## src/design/pbic_pkg.sv

```systemverilog
// Shared types and constants for the banded-integral PID controller.
// Used by the config registers, the serial arithmetic units, the top level and the checker.
package pbic_pkg;

  localparam int LIMIT_WHOLE = 127;
  localparam int MS_PER_S    = 1000;

  localparam int DATA_W     = 32;
  localparam int MS_W       = 16;
  localparam int GAIN_W     = 32;
  localparam int BAND_W     = 31;
  localparam int DRIVE_W    = 24;
  localparam int FRAC_W     = 16;
  localparam int CFG_IDX_W  = 3;
  localparam int CFG_DATA_W = 32;

  // serial multiplier: 48-bit multiplicand, 32-bit multiplier
  localparam int MUL_A_W = 48;
  localparam int MUL_B_W = 32;
  localparam int PROD_W  = MUL_A_W + MUL_B_W;
  // serial divider: 48-bit dividend, 16-bit divisor
  localparam int DIV_N_W = 48;
  localparam int DIV_D_W = 16;
  localparam int CNT_W   = 6;

  localparam int SUM_W = 48;
  localparam int ACC_W = 82;

  localparam int DRIVE_LIM = LIMIT_WHOLE << FRAC_W;

  typedef enum logic [CFG_IDX_W-1:0] {
    REG_GAIN_P,
    REG_GAIN_I,
    REG_GAIN_D,
    REG_BAND_LOW,
    REG_BAND_HIGH,
    REG_GATE_NEAR,
    REG_GATE_FAR
  } pbic_reg_e;

  typedef enum logic [3:0] {
    ST_IDLE,
    ST_SETUP,
    ST_ABS,
    ST_FLAGS,
    ST_I_MUL,
    ST_I_DIV,
    ST_I_UPD,
    ST_D_MUL,
    ST_D_DIV,
    ST_P_MUL,
    ST_G_MUL,
    ST_K_MUL,
    ST_OUT
  } pbic_state_e;

  typedef struct packed {
    logic signed [DATA_W-1:0] target;
    logic signed [DATA_W-1:0] measured;
    logic [MS_W-1:0]          elapsed_ms;
  } pbic_in_t;

  typedef struct packed {
    logic signed [DRIVE_W-1:0] drive;
    logic                      clamped;
  } pbic_out_t;

  typedef struct packed {
    logic [GAIN_W-1:0] gain_p;
    logic [GAIN_W-1:0] gain_i;
    logic [GAIN_W-1:0] gain_d;
    logic [BAND_W-1:0] band_low;
    logic [BAND_W-1:0] band_high;
    logic [BAND_W-1:0] gate_near;
    logic [BAND_W-1:0] gate_far;
  } pbic_cfg_t;

  // start command for a serial unit
  typedef struct packed {
    logic             start;
    logic [CNT_W-1:0] cycles;
  } pbic_cmd_t;

endpackage

```

## src/design/pbic_cfg_regs.sv

```systemverilog
// Configuration register file: gains, integral bands and derivative gates.
// Depends on pbic_pkg for the register index codes and the config struct.
module pbic_cfg_regs
  import pbic_pkg::*;
(
  input  logic                  clk,
  input  logic                  rst,
  input  logic                  wen,
  input  logic [CFG_IDX_W-1:0]  index,
  input  logic [CFG_DATA_W-1:0] data,
  output pbic_cfg_t             cfg
);

  always_ff @(posedge clk) begin
    if (rst) begin
      cfg <= '0;
    end else if (wen) begin
      case (index)
        REG_GAIN_P:    cfg.gain_p    <= data[GAIN_W-1:0];
        REG_GAIN_I:    cfg.gain_i    <= data[GAIN_W-1:0];
        REG_GAIN_D:    cfg.gain_d    <= data[GAIN_W-1:0];
        REG_BAND_LOW:  cfg.band_low  <= data[BAND_W-1:0];
        REG_BAND_HIGH: cfg.band_high <= data[BAND_W-1:0];
        REG_GATE_NEAR: cfg.gate_near <= data[BAND_W-1:0];
        REG_GATE_FAR:  cfg.gate_far  <= data[BAND_W-1:0];
        default: ;
      endcase
    end
  end

endmodule

```

## src/design/pbic_serial_mul.sv

```systemverilog
// Serial-parallel multiplier: one multiplier bit per cycle, shift-right product.
// After a run of N multiplier bits the product sits at prod shifted left by (MUL_B_W - N). Uses pbic_pkg.
module pbic_serial_mul
  import pbic_pkg::*;
(
  input  logic               clk,
  input  logic               rst,
  input  pbic_cmd_t          cmd,
  input  logic [MUL_A_W-1:0] a,
  input  logic [MUL_B_W-1:0] b,
  output logic               done,
  output logic [PROD_W-1:0]  prod
);

  logic               busy;
  logic [CNT_W-1:0]   cnt;
  logic [MUL_A_W-1:0] mcand;
  logic [MUL_A_W-1:0] hi;
  logic [MUL_B_W-1:0] lo;
  logic [MUL_A_W:0]   psum;

  assign psum = {1'b0, hi} + (lo[0] ? {1'b0, mcand} : '0);
  assign prod = {hi, lo};

  always_ff @(posedge clk) begin
    if (rst) begin
      busy <= 1'b0;
      done <= 1'b0;
      cnt  <= '0;
    end else begin
      done <= 1'b0;
      if (cmd.start) begin
        busy <= 1'b1;
        cnt  <= cmd.cycles;
      end else if (busy) begin
        cnt <= cnt - 1'b1;
        if (cnt == CNT_W'(1)) begin
          busy <= 1'b0;
          done <= 1'b1;
        end
      end
    end
  end

  always_ff @(posedge clk) begin
    if (cmd.start) begin
      mcand <= a;
      hi    <= '0;
      lo    <= b;
    end else if (busy) begin
      hi <= psum[MUL_A_W:1];
      lo <= {psum[0], lo[MUL_B_W-1:1]};
    end
  end

endmodule

```

## src/design/pbic_serial_div.sv

```systemverilog
// Restoring divider, one quotient bit per cycle, unsigned operands.
// Dividend is loaded MSB-aligned; after N quotient bits quot holds the quotient. Uses pbic_pkg.
module pbic_serial_div
  import pbic_pkg::*;
(
  input  logic               clk,
  input  logic               rst,
  input  pbic_cmd_t          cmd,
  input  logic [DIV_N_W-1:0] dividend,
  input  logic [DIV_D_W-1:0] divisor,
  output logic               done,
  output logic [DIV_N_W-1:0] quot
);

  logic               busy;
  logic [CNT_W-1:0]   cnt;
  logic [DIV_D_W-1:0] dvs;
  logic [DIV_D_W-1:0] rem;
  logic [DIV_D_W:0]   trial;
  logic [DIV_D_W:0]   tdiff;
  logic               ge;

  assign trial = {rem, quot[DIV_N_W-1]};
  assign tdiff = trial - {1'b0, dvs};
  assign ge    = (trial >= {1'b0, dvs});

  always_ff @(posedge clk) begin
    if (rst) begin
      busy <= 1'b0;
      done <= 1'b0;
      cnt  <= '0;
    end else begin
      done <= 1'b0;
      if (cmd.start) begin
        busy <= 1'b1;
        cnt  <= cmd.cycles;
      end else if (busy) begin
        cnt <= cnt - 1'b1;
        if (cnt == CNT_W'(1)) begin
          busy <= 1'b0;
          done <= 1'b1;
        end
      end
    end
  end

  // remainder stays below the divisor, so it fits DIV_D_W bits
  always_ff @(posedge clk) begin
    if (cmd.start) begin
      dvs  <= divisor;
      rem  <= '0;
      quot <= dividend;
    end else if (busy) begin
      rem  <= ge ? tdiff[DIV_D_W-1:0] : trial[DIV_D_W-1:0];
      quot <= {quot[DIV_N_W-2:0], ge};
    end
  end

endmodule

```

## src/design/pid_banded_integral_controller_top.sv

```systemverilog
// Top level of the banded-integral PID controller: sequencer and datapath.
// Depends on pbic_pkg, pbic_cfg_regs, pbic_serial_mul and pbic_serial_div.
//
//   channel  direction  handshake            payload
//   in       sink       in_valid / in_stall  in_data  (target, measured, elapsed_ms)
//   out      source     out_valid / out_stall out_data (drive, clamped)
//   cfg      sink       cfg_wen              cfg_index, cfg_data
//
// One transaction at a time. The work runs on the serial multiplier (16, 10 and 3 x 32 bit
// steps) and the restoring divider (48 and 42 bit steps); integral and derivative work is
// skipped when not needed.
// The next input can be taken in the cycle after the result is registered.
// A waiting result does not block input; stall on out holds the block only at the end.
// rst is synchronous and clears the integral, the previous samples and the config.
module pid_banded_integral_controller_top
  import pbic_pkg::*;
(
  input  logic                  clk,
  input  logic                  rst,
  input  logic                  in_valid,
  output logic                  in_stall,
  input  pbic_in_t              in_data,
  output logic                  out_valid,
  input  logic                  out_stall,
  output pbic_out_t             out_data,
  input  logic                  cfg_wen,
  input  logic [CFG_IDX_W-1:0]  cfg_index,
  input  logic [CFG_DATA_W-1:0] cfg_data
);

  localparam int I_MUL_CYCLES = MS_W;
  localparam int D_MUL_CYCLES = 10;
  localparam int G_MUL_CYCLES = GAIN_W;
  localparam int I_DIV_CYCLES = DIV_N_W;
  localparam int D_DIV_CYCLES = 42;

  localparam logic signed [ACC_W-1:0] ACC_LIM     = ACC_W'(LIMIT_WHOLE) << (2 * FRAC_W);
  localparam logic signed [ACC_W-1:0] ACC_LIM_NEG = -ACC_LIM;
  localparam logic signed [DRIVE_W-1:0] DRIVE_MAX = DRIVE_W'(DRIVE_LIM);
  localparam logic [SUM_W-1:0] SUM_MAX = {1'b0, {(SUM_W-1){1'b1}}};
  localparam logic [SUM_W-1:0] SUM_MIN = {1'b1, {(SUM_W-1){1'b0}}};

  pbic_state_e state, state_next;
  pbic_cfg_t   cfg;
  pbic_in_t    in_q;

  logic [DATA_W:0]   err, diff;
  logic [DATA_W:0]   err_abs, diff_abs;
  logic [DATA_W-1:0] tgt_abs;
  logic [DATA_W-1:0] aerr, diff_mag, tgt_mag;
  logic [DATA_W-1:0] prev_target, prev_meas;
  logic [SUM_W-1:0]  integral, integ_mag, integ_sat;
  logic [SUM_W+1:0]  sum_ext;
  logic              deriv_go;

  logic signed [ACC_W-1:0] acc, acc_next, acc_base;
  logic                    acc_neg;

  pbic_cmd_t          mul_cmd, div_cmd;
  logic [MUL_A_W-1:0] mul_a;
  logic [MUL_B_W-1:0] mul_b;
  logic               mul_done;
  logic [PROD_W-1:0]  mul_prod;
  logic [DIV_N_W-1:0] div_dividend, div_quot;
  logic [DIV_D_W-1:0] div_divisor;
  logic               div_done;

  logic      in_accept, ms_nz;
  logic      integ_en_c, band_clear_c, use_d_c, integ_go_c, deriv_now_c;
  logic      clamp_pos, clamp_neg, out_free;
  pbic_out_t out_result;

  pbic_cfg_regs u_cfg (
    .clk   (clk),
    .rst   (rst),
    .wen   (cfg_wen),
    .index (cfg_index),
    .data  (cfg_data),
    .cfg   (cfg)
  );

  pbic_serial_mul u_mul (
    .clk  (clk),
    .rst  (rst),
    .cmd  (mul_cmd),
    .a    (mul_a),
    .b    (mul_b),
    .done (mul_done),
    .prod (mul_prod)
  );

  pbic_serial_div u_div (
    .clk      (clk),
    .rst      (rst),
    .cmd      (div_cmd),
    .dividend (div_dividend),
    .divisor  (div_divisor),
    .done     (div_done),
    .quot     (div_quot)
  );

  assign in_stall  = (state != ST_IDLE);
  assign in_accept = in_valid && !in_stall;
  assign ms_nz     = (in_q.elapsed_ms != '0);
  assign out_free  = !out_valid || !out_stall;

  // magnitudes
  assign err_abs  = err[DATA_W] ? -err : err;
  assign diff_abs = diff[DATA_W] ? -diff : diff;
  assign tgt_abs  = in_q.target[DATA_W-1] ? -in_q.target : in_q.target;
  assign integ_mag = integral[SUM_W-1] ? -integral : integral;

  // band and gate decisions, all on |error|
  assign integ_en_c   = (aerr > {1'b0, cfg.band_low}) && (aerr < {1'b0, cfg.band_high});
  assign band_clear_c = (aerr > {1'b0, cfg.band_high});
  assign use_d_c      = ((tgt_mag > aerr) && (aerr < {1'b0, cfg.gate_near})) ||
                        ((tgt_mag < aerr) && (aerr < {1'b0, cfg.gate_far}));
  assign integ_go_c   = integ_en_c && ms_nz;
  assign deriv_now_c  = use_d_c && ms_nz;

  // integral + signed increment, saturated to SUM_W bits
  assign sum_ext = {{2{integral[SUM_W-1]}}, integral} +
                   ((SUM_W+2)'(div_quot) ^ {(SUM_W+2){err[DATA_W]}}) +
                   (SUM_W+2)'(err[DATA_W]);

  always_comb begin
    if (sum_ext[SUM_W+1 -: 3] == 3'b000 || sum_ext[SUM_W+1 -: 3] == 3'b111) begin
      integ_sat = sum_ext[SUM_W-1:0];
    end else begin
      integ_sat = sum_ext[SUM_W+1] ? SUM_MIN : SUM_MAX;
    end
  end

  // product sign per term; the derivative term is subtracted
  always_comb begin
    case (state)
      ST_P_MUL: acc_neg = err[DATA_W];
      ST_G_MUL: acc_neg = integral[SUM_W-1];
      ST_K_MUL: acc_neg = !diff[DATA_W];
      default:  acc_neg = 1'b0;
    endcase
  end

  assign acc_base = (state == ST_P_MUL) ? '0 : acc;
  assign acc_next = acc_base + (ACC_W'(mul_prod) ^ {ACC_W{acc_neg}}) + ACC_W'(acc_neg);

  assign clamp_pos = (acc > ACC_LIM);
  assign clamp_neg = (acc < ACC_LIM_NEG);

  always_comb begin
    out_result.clamped = clamp_pos || clamp_neg;
    if (clamp_pos) begin
      out_result.drive = DRIVE_MAX;
    end else if (clamp_neg) begin
      out_result.drive = -DRIVE_MAX;
    end else begin
      out_result.drive = acc[FRAC_W+DRIVE_W-1:FRAC_W];
    end
  end

  // next state
  always_comb begin
    state_next = state;
    case (state)
      ST_IDLE:  if (in_accept) state_next = ST_SETUP;
      ST_SETUP: state_next = ST_ABS;
      ST_ABS:   state_next = ST_FLAGS;
      ST_FLAGS: begin
        if (integ_go_c) begin
          state_next = ST_I_MUL;
        end else if (deriv_now_c) begin
          state_next = ST_D_MUL;
        end else begin
          state_next = ST_P_MUL;
        end
      end
      ST_I_MUL: if (mul_done) state_next = ST_I_DIV;
      ST_I_DIV: if (div_done) state_next = ST_I_UPD;
      ST_I_UPD: state_next = deriv_go ? ST_D_MUL : ST_P_MUL;
      ST_D_MUL: if (mul_done) state_next = ST_D_DIV;
      ST_D_DIV: if (div_done) state_next = ST_P_MUL;
      ST_P_MUL: if (mul_done) state_next = ST_G_MUL;
      ST_G_MUL: if (mul_done) state_next = deriv_go ? ST_K_MUL : ST_OUT;
      ST_K_MUL: if (mul_done) state_next = ST_OUT;
      ST_OUT:   if (out_free) state_next = ST_IDLE;
      default:  state_next = ST_IDLE;
    endcase
  end

  // unit commands: each start loads operands into the unit
  always_comb begin
    mul_cmd      = '0;
    mul_a        = '0;
    mul_b        = '0;
    div_cmd      = '0;
    div_dividend = '0;
    div_divisor  = '0;
    case (state)
      ST_FLAGS: begin
        mul_cmd.start = 1'b1;
        if (integ_go_c) begin
          mul_cmd.cycles = CNT_W'(I_MUL_CYCLES);
          mul_a          = MUL_A_W'(aerr);
          mul_b          = MUL_B_W'(in_q.elapsed_ms);
        end else if (deriv_now_c) begin
          mul_cmd.cycles = CNT_W'(D_MUL_CYCLES);
          mul_a          = MUL_A_W'(diff_mag);
          mul_b          = MUL_B_W'(MS_PER_S);
        end else begin
          mul_cmd.cycles = CNT_W'(G_MUL_CYCLES);
          mul_a          = MUL_A_W'(aerr);
          mul_b          = cfg.gain_p;
        end
      end
      ST_I_MUL: begin
        if (mul_done) begin
          div_cmd.start  = 1'b1;
          div_cmd.cycles = CNT_W'(I_DIV_CYCLES);
          div_dividend   = mul_prod[DIV_N_W+MS_W-1:MUL_B_W-I_MUL_CYCLES];
          div_divisor    = DIV_D_W'(MS_PER_S);
        end
      end
      ST_I_UPD: begin
        mul_cmd.start = 1'b1;
        if (deriv_go) begin
          mul_cmd.cycles = CNT_W'(D_MUL_CYCLES);
          mul_a          = MUL_A_W'(diff_mag);
          mul_b          = MUL_B_W'(MS_PER_S);
        end else begin
          mul_cmd.cycles = CNT_W'(G_MUL_CYCLES);
          mul_a          = MUL_A_W'(aerr);
          mul_b          = cfg.gain_p;
        end
      end
      ST_D_MUL: begin
        if (mul_done) begin
          // |diff| * 1000 fits D_DIV_CYCLES bits; load it MSB-aligned
          div_cmd.start  = 1'b1;
          div_cmd.cycles = CNT_W'(D_DIV_CYCLES);
          div_dividend   = {mul_prod[D_DIV_CYCLES+MUL_B_W-D_MUL_CYCLES-1:MUL_B_W-D_MUL_CYCLES],
                            {(DIV_N_W-D_DIV_CYCLES){1'b0}}};
          div_divisor    = in_q.elapsed_ms;
        end
      end
      ST_D_DIV: begin
        if (div_done) begin
          mul_cmd.start  = 1'b1;
          mul_cmd.cycles = CNT_W'(G_MUL_CYCLES);
          mul_a          = MUL_A_W'(aerr);
          mul_b          = cfg.gain_p;
        end
      end
      ST_P_MUL: begin
        if (mul_done) begin
          mul_cmd.start  = 1'b1;
          mul_cmd.cycles = CNT_W'(G_MUL_CYCLES);
          mul_a          = MUL_A_W'(integ_mag);
          mul_b          = cfg.gain_i;
        end
      end
      ST_G_MUL: begin
        if (mul_done && deriv_go) begin
          // derivative magnitude is still held in the divider
          mul_cmd.start  = 1'b1;
          mul_cmd.cycles = CNT_W'(G_MUL_CYCLES);
          mul_a          = MUL_A_W'(div_quot[D_DIV_CYCLES-1:0]);
          mul_b          = cfg.gain_d;
        end
      end
      default: ;
    endcase
  end

  // control and controller state
  always_ff @(posedge clk) begin
    if (rst) begin
      state       <= ST_IDLE;
      out_valid   <= 1'b0;
      deriv_go    <= 1'b0;
      integral    <= '0;
      prev_target <= '0;
      prev_meas   <= '0;
    end else begin
      state <= state_next;
      if (state == ST_OUT && out_free) begin
        out_valid <= 1'b1;
      end else if (!out_stall) begin
        out_valid <= 1'b0;
      end
      if (state == ST_SETUP) begin
        prev_target <= in_q.target;
        prev_meas   <= in_q.measured;
        if (in_q.target != prev_target) integral <= '0;
      end
      if (state == ST_FLAGS) begin
        deriv_go <= deriv_now_c;
        if (band_clear_c) integral <= '0;
      end
      if (state == ST_I_UPD) integral <= integ_sat;
    end
  end

  // datapath
  always_ff @(posedge clk) begin
    if (in_accept) in_q <= in_data;
    if (state == ST_SETUP) begin
      err  <= {in_q.target[DATA_W-1], in_q.target} - {in_q.measured[DATA_W-1], in_q.measured};
      diff <= {in_q.measured[DATA_W-1], in_q.measured} - {prev_meas[DATA_W-1], prev_meas};
    end
    if (state == ST_ABS) begin
      aerr     <= err_abs[DATA_W-1:0];
      diff_mag <= diff_abs[DATA_W-1:0];
      tgt_mag  <= tgt_abs;
    end
    if (mul_done && (state == ST_P_MUL || state == ST_G_MUL || state == ST_K_MUL)) begin
      acc <= acc_next;
    end
    if (state == ST_OUT && out_free) out_data <= out_result;
  end

endmodule

```

## config.mk

```make
export PLATFORM = sky130hd
export DESIGN_NAME = pid_banded_integral_controller_top
export DESIGN_NICKNAME = d
export VERILOG_FILES = /design/src/design/pbic_pkg.sv /design/src/design/pbic_cfg_regs.sv /design/src/design/pbic_serial_mul.sv /design/src/design/pbic_serial_div.sv /design/src/design/pid_banded_integral_controller_top.sv
export SDC_FILE = /design/constraint.sdc
export NUM_CORES = 2
export LEC_CHECK = 0
export BUFFER_PORTS_ARGS = -buffer_cell sky130_fd_sc_hd__buf_4
export CORE_MARGIN = 2
export CORE_UTILIZATION = 55
export DETAILED_ROUTE_END_ITERATION = 10
export PLACE_DENSITY = 0.7
export SLEW_MARGIN = 20
export SYNTH_ARGS = -nofsm -noshare
export SYNTH_HDL_FRONTEND = slang
export SYNTH_SLANG_ARGS = --single-unit
```

## constraint.sdc

```tcl
create_clock -name clk -period 12.1 [get_ports clk]
set_clock_uncertainty 0.15 [all_clocks]
set_input_delay 0.605 -clock clk [delete_from_list [all_inputs] [get_ports clk]]
set_output_delay 0.605 -clock clk [all_outputs]
set_load 0.03 [all_outputs]
```

Yosys cells after proc, flatten, opt, wreduce, memory -nomap -nowiden
Index checks and enable logic that the tools add are counted.

word-level totals
  register bits = 911
  input port bits = 120

operators by class
  $add $sub $neg = 14
  mux-type cells = 78
  bitwise logic cells = 4
  reductions and logical operators = 37
  magnitude comparators = 10
  eq/ne operators = 32

operator list
  kind                                                   number
  two-way mux 48 bit                                     14
  two-way mux 32 bit                                     14
  case mux 48 bit (5 select lines)                       1
  case mux 32 bit (5 select lines)                       1
  < comparator 32 x 31 -> 1 bit                          3
  negation 32 bit                                        3
  case mux 48 bit (2 select lines)                       1
  adder 82 x 1 -> 82 bit                                 1
  adder 82 bit                                           1
  > comparator 82 x 40 -> 1 bit (second input constant)  1
  < comparator 82 x 40 -> 1 bit (second input constant)  1
  two-way mux 82 bit                                     1
  bitwise XOR 80 x 82 -> 82 bit                          1
  subtractor 32 x 32 -> 33 bit                           2
  > comparator 32 x 31 -> 1 bit                          2
  case mux 4 bit (13 select lines)                       1
  adder 50 x 1 -> 50 bit                                 1
  adder 50 bit                                           1
  bitwise XOR 48 x 50 -> 50 bit                          1
  adder 48 x 49 -> 49 bit                                1
  two-way mux 4 bit                                      12
  negation 48 bit                                        1
  two-way mux 42 bit                                     1
  two-way mux 6 bit                                      7
  other kinds (40)                                       102

Depth between registers and ports, before layout
  word-level depth = 8
  gate-level depth with buffers = 21
  depth with buffers taken out = 18

Cells and area by module
A second synthesis with hierarchy kept.

unflattened totals
  cells, all modules = 6,068
  area, all modules = 57,988.1 um^2

modules (own cells, without submodules)
  module                              cells an instance  area an instance (um^2)  instances
  pid_banded_integral_controller_top  4,156              37,109.3                 1
  pbic_cfg_regs                       758                8,549.4                  1
  pbic_serial_mul                     776                7,836.3                  1
  pbic_serial_div                     378                4,493.1                  1

Worst setup path before layout
Ideal clock, no wire load.

  kind = register to register
  start = reg state[0]
  end = reg aerr[0] (enable)
  path buffers = 1
  slack = 6.643 ns
  data required time = 11.399 ns
  setup time = 0.551 ns
  data arrival time = 4.756 ns
  stages on the path, launching flop included = 4
  path through = dfxtp_1 clkbuf_1 or2_1 nor2_1

between the ends
  word-level cells in the longest chain between the ends = 1

RTL lines
  item                          RTL line                                   RTL
  start, declared               pid_banded_integral_controller_top.sv:43   pbic_state_e state, state_next;
  start signal, assigned        pid_banded_integral_controller_top.sv:284  state <= state_next;
  equality test 4 x 2 -> 1 bit  pid_banded_integral_controller_top.sv:310  if (state == ST_ABS) begin
  end signal, assigned          pid_banded_integral_controller_top.sv:311  aerr <= err_abs[DATA_W-1:0];
  end, declared                 pid_banded_integral_controller_top.sv:50   logic [DATA_W-1:0] aerr, diff_mag, tgt_mag;

Every way passes these cells.
A chain may end at the register's enable or synchronous reset.

Final worst setup path
  start = reg state[2]
  end = reg acc[76], data pin

between the ends
  word-level cells in the longest chain between the ends = 5
  elaborated cells between the ends (all ways) = 8
  classes of those cells = add/sub: 2; eq/ne: 3; mux: 2; bitwise: 1

RTL lines
  item                                           RTL line                                                                              RTL
  equality test 4 bit, on equally long branches  pid_banded_integral_controller_top.sv:136, pid_banded_integral_controller_top.sv:144
  case mux 1 bit (3 select lines)                pid_banded_integral_controller_top.sv:136                                             case (state)
  bitwise XOR 80 x 82 -> 82 bit                  pid_banded_integral_controller_top.sv:145                                             assign acc_next = acc_base + (ACC_W'(mul_prod) ^ {ACC_W{acc_neg}}) + ACC_W'(acc_neg);
  adder 82 bit                                   pid_banded_integral_controller_top.sv:145
  adder 82 x 1 -> 82 bit *                       pid_banded_integral_controller_top.sv:145
  via acc_next[76]                               pid_banded_integral_controller_top.sv:56                                              logic signed [ACC_W-1:0] acc, acc_next, acc_base;
  end signal, assigned                           pid_banded_integral_controller_top.sv:316                                             acc <= acc_next;
  end, declared                                  pid_banded_integral_controller_top.sv:56

Mark *: on every way through the listed nets, which the timed path passes. The rest lies on a longest branch.

==> results.yml <==
placed_design:
  globalplace.congestion: 0.9422
  dp_hpwl_um: 114600
  port_buffers: 146
  dp_slack_ns: 5.940
critical_path:
  critPathLaunchType: "register"
  r2r_start: "state[2]"
  crit_fanout: 58
  end_kind: "register"
  r2r_slack_ns: 5.86
  crit_arrival_ns: 6.52
  rr_worst_depth: 18
  critPathKind: "register to register"
  r2r_end: "acc[76]"
  crit_required_ns: 12.38
status:
  outcome: "completed"
global_routing:
  grt_pass1_vias: 43310
  grtUsageTotal: 0.2993
  antenna_found_initial: 5
  grt_pass1_wl_um: 245700
  grt_max_degree: 101
  overflow: 0
power_and_ir_drop:
  total_power_uw: 13980
  p_comb_frac: 0.417
  ir_worst_vdd_mv: 0.1891
  p_int_uw: 8456
  p_leak_uw: 0.02450
  power_density_nw_per_um2: 223.8
  switchingPower_uw: 5528
  power_frac_clock: 0.227
  seqPwrFrac: 0.356
  switching_share: 0.3953
min_path:
  worstHoldStart: "cfg_data[31]"
  hold_path_class: "primary input to register"
  holdPathEnd: "u_cfg.cfg[155]"
  hold_path_depth: 3
floorplanning:
  core_um2: 101300
  die-area_um2: 104300
  pin_count: 147
  die_h_um: 323
  start_util: 0.5525
  die_w_um: 323
  rows: 117
timing:
  rsz0062_at_grt: "no"
  finalCriticalPeriod_ns: 6.240
  tightest_slew_ns: 1.139
  setup_viol: 0
  max_freq_ghz: 0.1603
  fin_setup_tns_ns: 0
  relSlewSlack: 0.2359
  worst_slack_ns: 5.860
  slew_viol_final: 0
  period_share: 0.5157
  finalHoldViolations: 0
synthesis:
  synthArstFlopShare: 0
  ys_ff_latch: 911
  synth_fa_ha_area_frac: 0.09537
  yosysWarnings: 0
  synth_top_family_by_area: "compound AO/OA/AOI/OAI gates"
  synth-edff-count: 493
  synth-simple-area-share: 0.1681
  synthMuxAreaShare: 0.01285
  synth_cell_types: 92
  synth_compound_area_frac: 0.1829
  syn_nets: 6754
  netlist_area_um2: 55970
  netlist_instances: 6211
  synth_flop_cell: "edfxtp_1"
  synth_area_per_cell_um2: 9.011
  synth-seq-area-share: 0.4140
  synth_xor_area_frac: 0.08278
cts:
  clockBufferDepth: 3
  cts_tree: "built"
  hold_buffers: 80
  cts_resized: 0
  clkTransAtPathRegs_ns: 0.06
  post_cts_buffers: 0
  root_buffer: "clkbuf_16"
  clock-sinks: 911
  clk_latency_ns: 0.70
  cts_made_buffers: 101
  htree_levels: 3
finish:
  drive_gt1_frac: 0.07096
  mostFrequentLayoutCell: "nand2_1"
  final_cell_mix: "1005 x nand2_1, 599 x a21oi_1, 493 x edfxtp_1"
  area_growth_pct: 11.62
  post-route-util: 0.6167
  finish.net_count: 6841
routing:
  first_pass_iters: 8
  routed_wirelength_um: 158100
  initialDrtViolationCount: 4227
  vias_per_cell: 5.927
  wl_per_cell_um: 20.39
  vias: 45960
  route.detailed.drc: 0
  final_antenna_net_count: 0
job:
  cap_violations: 0
state kept, by name, indices dropped and copies added, names as in the netlist, 32 cells and up:
signal	cells
u_cfg.cfg	220
acc	82
prev_target	32
integral	48
tgt_mag	32
u_mul.hi	48
diff_mag	32
diff	33
aerr	32
in_q	80
err	33
prev_meas	32
u_div.quot	48
u_mul.mcand	48
u_mul.lo	32
kinds of logic (layout without fill, tap and decap cells):
logic type / Yosys count / in the layout
other: 0 / 3
multiplexers: 71 / 71
AND/OR/NAND/NOR: 2034 / 2034
AO/OA/AOI/OAI: 1594 / 1594
XOR/XNOR: 529 / 529
buffers and inverters: 649 / 822
adder cells (fa/ha/maj): 423 / 423
flip-flops: 911 / 911
per-layer routing:
metal / wire length, um / GRT usage / up-vias
met4: 6288 / 0.1118 / 2
met1: 69220 / 0.4153 / 21600
met3: 11770 / 0.04020 / 303
met2: 70840 / 0.4769 / 1715
li1: - / - / 22340
met5: 13 / 0 / -
per-stage QoR:
stage	area (um^2)	std cells	hold slack, ns
final	62470	7755	0.03675
after detailed placement	58210	7483	0.2965
after global routing	62470	7755	0.02877
after global placement	58200	7482	0.2914
after floorplan	55970	6211	0.2857
after CTS	62460	7752	0.003805
worst max-delay path, stage by stage, from the launching register on:
cell and delay [ns]:
dfxtp_1 0.77, nand2b_1 0.20, or2_1 0.24, o21a_4 0.46
buf_4 0.82, xnor2_1 0.16, ha_1 0.37, a21oi_1 0.19
o21bai_1 0.09, a21o_1 0.20, a31o_2 0.25, nor4b_1 0.15
o41ai_1 0.48, or4b_1 0.47, o21ai_1 0.23, o21a_1 0.24
o21ai_1 0.12, a31oi_1 0.22, xnor2_1 0.08
worst max-delay path by stage:
stage                        start  endpoint  slack [ns]  cells past startpoint
after global routing      state[2]   acc[76]        5.42                     18
after CTS                 state[2]   acc[76]        5.90                     17
after detailed placement  state[2]   acc[76]        5.94                     17
after global placement    state[2]   acc[76]        6.02                     17
after floorplan           state[0]   aerr[0]        6.64                      3
final                     state[2]   acc[76]        5.86                     18
cell type report:
class	instances	area (um^2)
tap	1368	1712
inverter	347	1306
antenna	3	7.507
multi-input combinational	4651	30470
fill	8706	38830
clock buffer	140	2939
clock inverter	49	511.7
sequential	911	23170
timing repair buffer	286	2355
power groups by stage:
stage          Clock, uW  Combinational (uW)  Sequential, uW
3_5_place_dp           0                5720            5020
4_1_cts             3210                5770            4960
5_1_grt             3340                6480            5030
3_3_place_gp           0                5630            5010
2_1_floorplan          0                4470            4630
6_report            3170                5830            4980
cell usage after synthesis (22+ instances only):
cell type	count	area, um^2
nand2_1	1006	3776
a21oi_1	600	3003
edfxtp_1	493	14800
dfxtp_1	418	8368
ha_1	417	5218
xnor2_1	374	3276
inv_1	345	1295
nor2_1	291	1092
clkbuf_1	262	983.4
o21ai_0	240	1201
a21o_1	212	1592
and2_1	172	1076
xor2_1	155	1358
nand3_1	98	490.5
nand4_1	98	613.1
nor3_1	83	415.4
mux2i_1	66	660.6
a221oi_1	59	516.8
nand2b_1	56	350.3
nor2b_1	56	350.3
o31ai_1	47	352.8
o211ai_1	46	345.3
a31oi_1	43	269.0
nor4_1	41	256.5
a222oi_1	40	400.4
o21a_1	39	292.8
and3_1	35	219.0
a211oi_1	29	217.7
buf_1	27	101.4
o21bai_1	27	202.7
or3_1	27	168.9
a221o_1	22	220.2
a22o_1	22	192.7
No activity file was read; power rests on OpenSTA's default activity.
